### src/sv/protobuf_field_tokenizer_macros.svh
// Assertion helpers shared by the tokenizer RTL.
`ifndef PROTOBUF_FIELD_TOKENIZER_MACROS_SVH
`define PROTOBUF_FIELD_TOKENIZER_MACROS_SVH

// Concurrent check on an explicit clock and reset.
`define PFT_ASSERT_CLK(label, clk, rst, prop, msg) \
   label: assert property (@(posedge clk) disable iff (rst) prop) else $error(msg);

// Concurrent check on the block's own clock and reset.
`define PFT_ASSERT(label, prop, msg) \
   `PFT_ASSERT_CLK(label, clock, reset, prop, msg)

`endif

### src/sv/pft_pkg.sv
package pft_pkg;

   // Width of byte positions and payload offsets
   localparam int OffsetBits = 24;

   // Result queue depth; a byte pushes at most two results
   localparam int QueueDepth = 4;
   localparam int QueuePtrBits = $clog2(QueueDepth);

   // Wire types handled by the parser
   localparam logic [2:0] WT_VARINT = 3'd0;
   localparam logic [2:0] WT_FIX64  = 3'd1;
   localparam logic [2:0] WT_LEN    = 3'd2;
   localparam logic [2:0] WT_FIX32  = 3'd5;

   // Longest varint is ten groups; group index nine is the last
   localparam logic [3:0] VarintLastGroup = 4'd9;

   typedef enum logic [2:0] {
      PH_KEY,
      PH_VARVAL,
      PH_FIX64,
      PH_FIX32,
      PH_LEN,
      PH_SKIP,
      PH_DRAIN
   } phase_type;

   typedef enum logic [2:0] {
      KIND_FIELD,
      KIND_END,
      KIND_TRUNC,
      KIND_WIRE,
      KIND_LONG
   } kind_type;

   typedef struct packed {
      kind_type                kind;
      logic [31:0]             field_number;
      logic [2:0]              wire_type;
      logic [63:0]             field_value;
      logic [OffsetBits-1:0]   payload_offset;
      logic                    last_of_run;
   } result_type;

endpackage

### src/sv/protobuf_field_tokenizer.sv
// Channel  | Direction | Handshake           | Beat payload
// req      | in        | req_valid/req_stall | data_byte, end_of_message
// rsp      | out       | rsp_valid/rsp_stall | kind, field number, wire type, value,
//          |           |                     | payload offset, last_of_run
//
// One byte per cycle while req_stall is low: each beat is parsed in the accepting
// cycle and its results (zero, one or two) land in a four-entry result queue the
// next cycle. A byte that ends a field and the message both yields two results;
// the queue drains one result per cycle while rsp_stall is low, so sustained rate is
// one byte per cycle. req_stall rises when fewer than two queue entries are free.
// Reset (synchronous, active high) returns the parser to expecting a key and
// empties the queue; no clearing pass is needed.
`include "protobuf_field_tokenizer_macros.svh"

module protobuf_field_tokenizer (
   input  logic                           clock,
   input  logic                           reset,
   input  logic                           req_valid,
   output logic                           req_stall,
   input  logic [7:0]                     req_data_byte,
   input  logic                           req_end_of_message,
   output logic                           rsp_valid,
   input  logic                           rsp_stall,
   output logic [2:0]                     rsp_result_kind,
   output logic [31:0]                    rsp_field_number,
   output logic [2:0]                     rsp_wire_type,
   output logic [63:0]                    rsp_field_value,
   output logic [pft_pkg::OffsetBits-1:0] rsp_payload_offset,
   output logic                           rsp_last_of_run
);

   localparam int PB = pft_pkg::OffsetBits;
   localparam int QB = pft_pkg::QueuePtrBits;

   // Parser state
   pft_pkg::phase_type phase_ff, phase_in;
   logic [63:0]        acc_ff, acc_in;
   logic [3:0]         gc_ff, gc_in;
   logic [31:0]        fnum_ff, fnum_in;
   logic [2:0]         wtype_ff, wtype_in;
   logic [PB-1:0]      skip_ff, skip_in;
   logic [PB-1:0]      pos_ff, pos_in;

   // Result queue
   pft_pkg::result_type q_ff [pft_pkg::QueueDepth];
   logic [QB-1:0]       wr_ptr_ff, wr_ptr_in;
   logic [QB-1:0]       rd_ptr_ff, rd_ptr_in;
   logic [QB:0]         cnt_ff, cnt_in;

   logic                accept;
   logic                pop;
   pft_pkg::result_type res_a, res_b, slot0, slot1;
   logic                res_a_vld, res_b_vld;
   logic [1:0]          n_push;

   // Step scratch values
   logic [3:0]          sh_grp;
   logic [5:0]          sh;
   logic [63:0]         var_acc;
   logic [63:0]         fix_acc;
   logic [3:0]          fix_need;
   logic [PB-1:0]       pos_next;
   logic [PB-1:0]       skip_dec;

   function automatic pft_pkg::result_type mk_res(
      input pft_pkg::kind_type kind,
      input logic [31:0]       fn,
      input logic [2:0]        wt,
      input logic [63:0]       val,
      input logic [PB-1:0]     off
   );
      pft_pkg::result_type r;
      r.kind           = kind;
      r.field_number   = fn;
      r.wire_type      = wt;
      r.field_value    = val;
      r.payload_offset = off;
      r.last_of_run    = 1'b0;
      return r;
   endfunction

   assign accept    = req_valid && !req_stall;
   assign pop       = rsp_valid && !rsp_stall;
   assign req_stall = (cnt_ff > (QB+1)'(pft_pkg::QueueDepth - 2));

   // Per-byte parse step
   always_comb begin
      phase_in  = phase_ff;
      acc_in    = acc_ff;
      gc_in     = gc_ff;
      fnum_in   = fnum_ff;
      wtype_in  = wtype_ff;
      skip_in   = skip_ff;
      res_a_vld = 1'b0;
      res_b_vld = 1'b0;
      res_a     = mk_res(pft_pkg::KIND_FIELD, '0, '0, '0, '0);
      res_b     = mk_res(pft_pkg::KIND_FIELD, '0, '0, '0, '0);

      sh_grp   = (gc_ff > pft_pkg::VarintLastGroup) ? pft_pkg::VarintLastGroup : gc_ff;
      sh       = 6'({2'b00, sh_grp} * 6'd7);
      var_acc  = acc_ff | ({57'b0, req_data_byte[6:0]} << sh);
      fix_acc  = acc_ff | ({56'b0, req_data_byte} << {gc_ff[2:0], 3'b000});
      fix_need = (phase_ff == pft_pkg::PH_FIX64) ? 4'd8 : 4'd4;
      pos_next = pos_ff + PB'(1);
      skip_dec = (skip_ff != '0) ? skip_ff - PB'(1) : skip_ff;

      unique case (phase_ff)
         pft_pkg::PH_KEY, pft_pkg::PH_VARVAL, pft_pkg::PH_LEN: begin
            acc_in = var_acc;
            if (req_data_byte[7]) begin
               if (gc_ff >= pft_pkg::VarintLastGroup) begin
                  res_a_vld = 1'b1;
                  res_a     = mk_res(pft_pkg::KIND_LONG, '0, '0, '0, '0);
                  phase_in  = pft_pkg::PH_DRAIN;
               end else begin
                  gc_in = gc_ff + 4'd1;
               end
            end else begin
               acc_in = '0;
               gc_in  = '0;
               priority if (phase_ff == pft_pkg::PH_VARVAL) begin
                  res_a_vld = 1'b1;
                  res_a     = mk_res(pft_pkg::KIND_FIELD, fnum_ff, wtype_ff, var_acc, '0);
                  phase_in  = pft_pkg::PH_KEY;
               end else if (phase_ff == pft_pkg::PH_LEN) begin
                  priority if (var_acc[63:PB] != '0) begin
                     // length too large to address: treat as truncated
                     res_a_vld = 1'b1;
                     res_a     = mk_res(pft_pkg::KIND_TRUNC, '0, '0, '0, '0);
                     phase_in  = pft_pkg::PH_DRAIN;
                  end else if (var_acc == '0) begin
                     res_a_vld = 1'b1;
                     res_a     = mk_res(pft_pkg::KIND_FIELD, fnum_ff, wtype_ff, '0, pos_next);
                     phase_in  = pft_pkg::PH_KEY;
                  end else begin
                     acc_in   = var_acc;
                     skip_in  = var_acc[PB-1:0];
                     phase_in = pft_pkg::PH_SKIP;
                  end
               end else begin
                  // key done: split into field number and wire type
                  fnum_in  = var_acc[34:3];
                  wtype_in = var_acc[2:0];
                  unique case (var_acc[2:0])
                     pft_pkg::WT_VARINT: phase_in = pft_pkg::PH_VARVAL;
                     pft_pkg::WT_FIX64:  phase_in = pft_pkg::PH_FIX64;
                     pft_pkg::WT_LEN:    phase_in = pft_pkg::PH_LEN;
                     pft_pkg::WT_FIX32:  phase_in = pft_pkg::PH_FIX32;
                     default: begin
                        res_a_vld = 1'b1;
                        res_a     = mk_res(pft_pkg::KIND_WIRE, '0, '0, '0, '0);
                        phase_in  = pft_pkg::PH_DRAIN;
                     end
                  endcase
               end
            end
         end
         pft_pkg::PH_FIX64, pft_pkg::PH_FIX32: begin
            acc_in = fix_acc;
            gc_in  = gc_ff + 4'd1;
            if (gc_in >= fix_need) begin
               res_a_vld = 1'b1;
               res_a     = mk_res(pft_pkg::KIND_FIELD, fnum_ff, wtype_ff, fix_acc, '0);
               acc_in    = '0;
               gc_in     = '0;
               phase_in  = pft_pkg::PH_KEY;
            end
         end
         pft_pkg::PH_SKIP: begin
            skip_in = skip_dec;
            if (skip_dec == '0) begin
               res_a_vld = 1'b1;
               res_a     = mk_res(pft_pkg::KIND_FIELD, fnum_ff, wtype_ff, acc_ff,
                                  pos_next - acc_ff[PB-1:0]);
               acc_in    = '0;
               phase_in  = pft_pkg::PH_KEY;
            end
         end
         pft_pkg::PH_DRAIN: begin
         end
         default: begin
            phase_in = pft_pkg::PH_KEY;
            acc_in   = '0;
            gc_in    = '0;
         end
      endcase

      pos_in = pos_next;

      // End of message: report and return to reset state
      if (req_end_of_message) begin
         if (phase_in == pft_pkg::PH_KEY && gc_in == '0) begin
            res_b_vld = 1'b1;
            res_b     = mk_res(pft_pkg::KIND_END, '0, '0, '0, '0);
         end else if (phase_in != pft_pkg::PH_DRAIN) begin
            res_b_vld = 1'b1;
            res_b     = mk_res(pft_pkg::KIND_TRUNC, '0, '0, '0, '0);
         end
         phase_in = pft_pkg::PH_KEY;
         acc_in   = '0;
         gc_in    = '0;
         fnum_in  = '0;
         wtype_in = '0;
         skip_in  = '0;
         pos_in   = '0;
      end
   end

   // Pack results into queue slots and mark the last of the run
   always_comb begin
      slot0  = res_a_vld ? res_a : res_b;
      slot1  = res_b;
      n_push = 2'(res_a_vld) + 2'(res_b_vld);
      if (n_push == 2'd2) begin
         slot1.last_of_run = 1'b1;
      end else begin
         slot0.last_of_run = 1'b1;
      end
   end

   // Queue pointers
   always_comb begin
      wr_ptr_in = wr_ptr_ff;
      rd_ptr_in = rd_ptr_ff;
      cnt_in    = cnt_ff;
      if (accept) begin
         wr_ptr_in = wr_ptr_ff + QB'(n_push);
         cnt_in    = cnt_in + (QB+1)'(n_push);
      end
      if (pop) begin
         rd_ptr_in = rd_ptr_ff + QB'(1);
         cnt_in    = cnt_in - (QB+1)'(1);
      end
   end

   always_ff @(posedge clock) begin
      if (reset) begin
         phase_ff  <= pft_pkg::PH_KEY;
         acc_ff    <= '0;
         gc_ff     <= '0;
         fnum_ff   <= '0;
         wtype_ff  <= '0;
         skip_ff   <= '0;
         pos_ff    <= '0;
         wr_ptr_ff <= '0;
         rd_ptr_ff <= '0;
         cnt_ff    <= '0;
      end else begin
         if (accept) begin
            phase_ff <= phase_in;
            acc_ff   <= acc_in;
            gc_ff    <= gc_in;
            fnum_ff  <= fnum_in;
            wtype_ff <= wtype_in;
            skip_ff  <= skip_in;
            pos_ff   <= pos_in;
         end
         wr_ptr_ff <= wr_ptr_in;
         rd_ptr_ff <= rd_ptr_in;
         cnt_ff    <= cnt_in;
      end
   end

   // Queue storage
   always_ff @(posedge clock) begin
      if (accept && n_push != 2'd0) begin
         q_ff[wr_ptr_ff] <= slot0;
      end
      if (accept && n_push == 2'd2) begin
         q_ff[wr_ptr_ff + QB'(1)] <= slot1;
      end
   end

   // Result beat
   assign rsp_valid          = (cnt_ff != '0);
   assign rsp_result_kind    = q_ff[rd_ptr_ff].kind;
   assign rsp_field_number   = q_ff[rd_ptr_ff].field_number;
   assign rsp_wire_type      = q_ff[rd_ptr_ff].wire_type;
   assign rsp_field_value    = q_ff[rd_ptr_ff].field_value;
   assign rsp_payload_offset = q_ff[rd_ptr_ff].payload_offset;
   assign rsp_last_of_run    = q_ff[rd_ptr_ff].last_of_run;

   // Checks
   `PFT_ASSERT(a_queue_bound, (cnt_ff <= (QB+1)'(pft_pkg::QueueDepth)), "result queue overflow")
   `PFT_ASSERT(a_skip_nonzero,
      (phase_ff == pft_pkg::PH_SKIP) |-> (skip_ff != '0 && gc_ff == '0),
      "skip phase with nothing left to skip")
   `PFT_ASSERT(a_group_bound, (gc_ff <= pft_pkg::VarintLastGroup), "group count out of range")
   `PFT_ASSERT(a_nonfield_zero,
      (rsp_valid && rsp_result_kind != pft_pkg::KIND_FIELD) |->
         (rsp_field_number == '0 && rsp_field_value == '0 && rsp_payload_offset == '0),
      "event beat carries field data")
   `PFT_ASSERT(a_eom_resets,
      (accept && req_end_of_message) |=>
         (phase_ff == pft_pkg::PH_KEY && pos_ff == '0 && acc_ff == '0),
      "parser not reset after end of message")

endmodule

### config.mk
export PLATFORM = sky130hd
export DESIGN_NAME = protobuf_field_tokenizer
export DESIGN_NICKNAME = d
export VERILOG_FILES = /design/src/sv/pft_pkg.sv /design/src/sv/protobuf_field_tokenizer.sv
export VERILOG_INCLUDE_DIRS = /design/src /design/src/sv
export SDC_FILE = /design/constraint.sdc
export NUM_CORES = 2
export LEC_CHECK = 0
export BUFFER_PORTS_ARGS = -buffer_cell sky130_fd_sc_hd__buf_4
export CORE_ASPECT_RATIO = 0.9
export CORE_MARGIN = 2
export CORE_UTILIZATION = 56
export DETAILED_ROUTE_END_ITERATION = 10
export HOLD_SLACK_MARGIN = 0.05
export PLACE_DENSITY = 0.75
export SYNTH_ARGS = -nofsm -noshare
export SYNTH_HDL_FRONTEND = slang
export SYNTH_SLANG_ARGS = --single-unit
### constraint.sdc
create_clock -name clock -period 7.85 [get_ports clock]
set_input_delay 1.1775 -clock clock [delete_from_list [all_inputs] [get_ports clock]]
set_output_delay 1.1775 -clock clock [all_outputs]
set_load 0.05 [all_outputs]
==> results_dict.tcl <==
set metrics [dict create \
    crit_fanout 31 \
    die-height_um 229 \
    synth_area_leader_cell "dfxtp_1" \
    internal_power_uw 5860 \
    reg2reg_from "gc_ff[0]" \
    yosys_warnings 0 \
    dpl_cell_area_sq_um 33500 \
    vias 29500 \
    cts_setup_buffers 0 \
    ys_ff_latch 671 \
    critPathKind "reg -> reg" \
    setup_viol 0 \
    htreeDepth 3 \
    grt_max_degree 110 \
    finalNetCount 3463 \
    synthesis.area_sq_um 31600 \
    finalMaxSlewViolations 0 \
    period_minus_slack_ns 7.67 \
    ys.flop_type "dfxtp_1" \
    synthTopCellsByArea "dfxtp_1 42%, a22o_1 10%, mux4_2 9.1%" \
    avgSynthCellArea_sq_um 9.36 \
    io_buffers 141 \
    p_leak_uw 0.0134 \
    gp_congestion 1.05 \
    seq_power_share_pct 41.6 \
    grt_pass1_wl_mm 172 \
    wl_per_cell_um 27.4 \
    core_sq_um 55700 \
    final_common_cell "dfxtp_1" \
    finalSetupTns_ns 0 \
    dp_cells 4090 \
    post-route-util_pct 64.2 \
    hpwl_mm 77.7 \
    insertion_delay_ns 0.63 \
    clock_sinks 671 \
    grt_pass1_vias 27400 \
    cts_hold_buffers 0 \
    startpoint "gc_ff[0]" \
    synthCells 3372 \
    routed_wl_mm 115 \
    whs_path_depth 2 \
    power_density_nw_per_um2 241 \
    die-area_sq_um 58300 \
    end_kind "flop" \
    hold_slack_ns 0.452 \
    cts_buffers 68 \
    required_ns 8.41 \
    viasPerCell 7.00 \
    clockRootBuffer "clkbuf_16" \
    rows 82 \
    synthToLayoutAreaGrowth_pct 13.2 \
    clk_pin_slew_worst_paths_ns 0.06 \
    synthArstFlopShare_pct 0 \
    power_frac_comb_pct 20.5 \
    most-common-layout-cells "657 x dfxtp_1, 370 x a22o_1, 325 x nand2_1" \
    die_x_um 254 \
    start_kind "flop" \
    grt_overflow_total 0 \
    io-pin-count 142 \
    drt_iter0_drc 4275 \
    drtAntennaViolNets 0 \
    hold_viol 0 \
    final_cells 4209 \
    cap_violations 0 \
    cts.path.max_buffers 3 \
    drive_gt1_share_pct 15.3 \
    switching_share_pct 32.0 \
    finalInstanceArea_sq_um 35700 \
    fmax_mhz 130 \
    antenna_found_initial 2 \
    slew_headroom_pct 3.74 \
    timing.final.crit_share_pct 97.7 \
    start_util_pct 56.7 \
    synthDistinctLibCells 85 \
    tightest_slew_ns 1.44 \
    hold_class "reg -> reg" \
    drtPass1Iterations 7 \
    synth_edf_count 12 \
    cts_tree "done" \
    synth_top_cell_area_share_pct 41.8 \
    grt_use_total_pct 38.5 \
    skew_ns 0.0264 \
    ff2ff_path_depth 24 \
    power.switching_uw 2750 \
    ir_drop_uv 174 \
    hold_start "q_ff[2][12]" \
    status "complete, no violations" \
    ys_seq_area_share_pct 42.9 \
    syn-num-nets 3431 \
    clkPwrFrac_pct 37.9 \
    cp.arrival_ns 8.23 \
    drc_errors 0 \
    rsz0062_at_grt "no" \
]
[metal layers]
metal	global-route usage (%)	share of wire [%]	vias up
met5	0	0.011	-
met4	14.8	4.0	2
met3	7.97	10	296
met2	56.9	44	1866
met1	55.2	42	14500
li1	-	-	12800
[what timing repair did]
item	CTS	global route
hold endpoints to repair	0	0
gates resized for setup	0	1
endpoints found under the setup margin	0	130
[cell type report]
cell class / instances / area [sq um]
clock buffers: 93 / 1920
flip-flops and latches: 671 / 13600
fillers: 4544 / 20000
diodes: 2 / 5.00
inverters: 73 / 274
well taps: 756 / 946
repair buffers: 254 / 2020
multi-input cells: 2336 / 16700
clock inverters: 24 / 302
[state kept, by name (all words and copies together) (netlist names), named ones only]
name,count
acc_ff,64
skip_ff,24
pos_ff,24
phase_ff,3
wtype_ff,3
q_ff,508
fnum_ff,32
wr_ptr_ff,2
rd_ptr_ff,2
gc_ff,4
cnt_ff,3
[kinds of logic (layout without fill, tap and decap cells)]
family / after synthesis / after routing / share of synthesized area, %
AO/OA/AOI/OAI: 1183 / 1183 / 26.1
buffers and inverters: 365 / 444 / 4.52
XOR/XNOR: 61 / 61 / 1.72
AND/OR/NAND/NOR: 900 / 900 / 13.1
flip-flops: 671 / 671 / 42.9
other: 0 / 2 / 0
adder cells (fa/ha/maj): 46 / 46 / 1.94
multiplexers: 146 / 146 / 9.66
[critical path: stages (launching register included)]
cell and delay, ns:
dfxtp_1 0.39, inv_1 0.09, ha_1 0.25, o21ba_2 0.23
nor2_1 0.19, nor2_1 0.13, fa_1 0.55, inv_1 0.06
fa_1 0.41, xnor2_1 0.42, buf_4 0.25, nand2_1 0.21
a2111oi_0 0.94, a311oi_1 0.15, and3_1 0.24, nand3_1 0.11
or4_1 0.29, o31a_1 0.26, a21oi_1 0.10, buf_4 0.18
ha_1 0.27, and3_1 0.22, nor2_4 0.98, buf_4 0.45
a22o_1 0.22
[synthesized netlist by cell type (all sizes together) (6+ instances only)]
| cell type | number |
|---|---|
| a2111oi | 8 |
| a211oi | 26 |
| a21o | 19 |
| a21oi | 220 |
| a221oi | 13 |
| a222oi | 6 |
| a22o | 370 |
| a22oi | 31 |
| a31oi | 57 |
| a32oi | 10 |
| and2 | 18 |
| and3 | 27 |
| and4 | 6 |
| buf | 62 |
| clkbuf | 230 |
| dfxtp | 659 |
| edfxtp | 12 |
| ha | 41 |
| inv | 72 |
| mux2i | 19 |
| mux4 | 127 |
| nand2 | 326 |
| nand2b | 12 |
| nand3 | 120 |
| nand4 | 33 |
| nor2 | 220 |
| nor2b | 14 |
| nor3 | 57 |
| nor4 | 23 |
| o2111ai | 6 |
| o211ai | 11 |
| o21a | 9 |
| o21ai | 213 |
| o22ai | 104 |
| o311ai | 7 |
| o31ai | 14 |
| or2 | 6 |
| or3 | 15 |
| or4 | 6 |
| xnor2 | 33 |
| xor2 | 28 |
[stage by stage]
step / setup WS, ns / power (uW)
global route: 0.0131 / 8850
finish: 0.178 / 8610
global placement: 0.520 / 5370
CTS: 0.459 / 8570
floorplan: 0.528 / 4790
detailed placement: 0.508 / 5370
[power groups by stage]
stage	combinational, uW	clock (uW)	sequential (uW)
CTS	1720	3270	3580
global placement	1720	0	3650
global route	1850	3410	3590
floorplan	1230	0	3560
detailed placement	1720	0	3650
finish	1760	3270	3580
[worst paths after layout]
path | to | slack, ns
max | q_ff[3][119] | 0.18
min | q_ff[2][12] | 0.45
max reg2reg | q_ff[3][119] | 0.18
min reg2reg | q_ff[2][12] | 0.45
No activity file was read; power rests on OpenSTA's default activity.
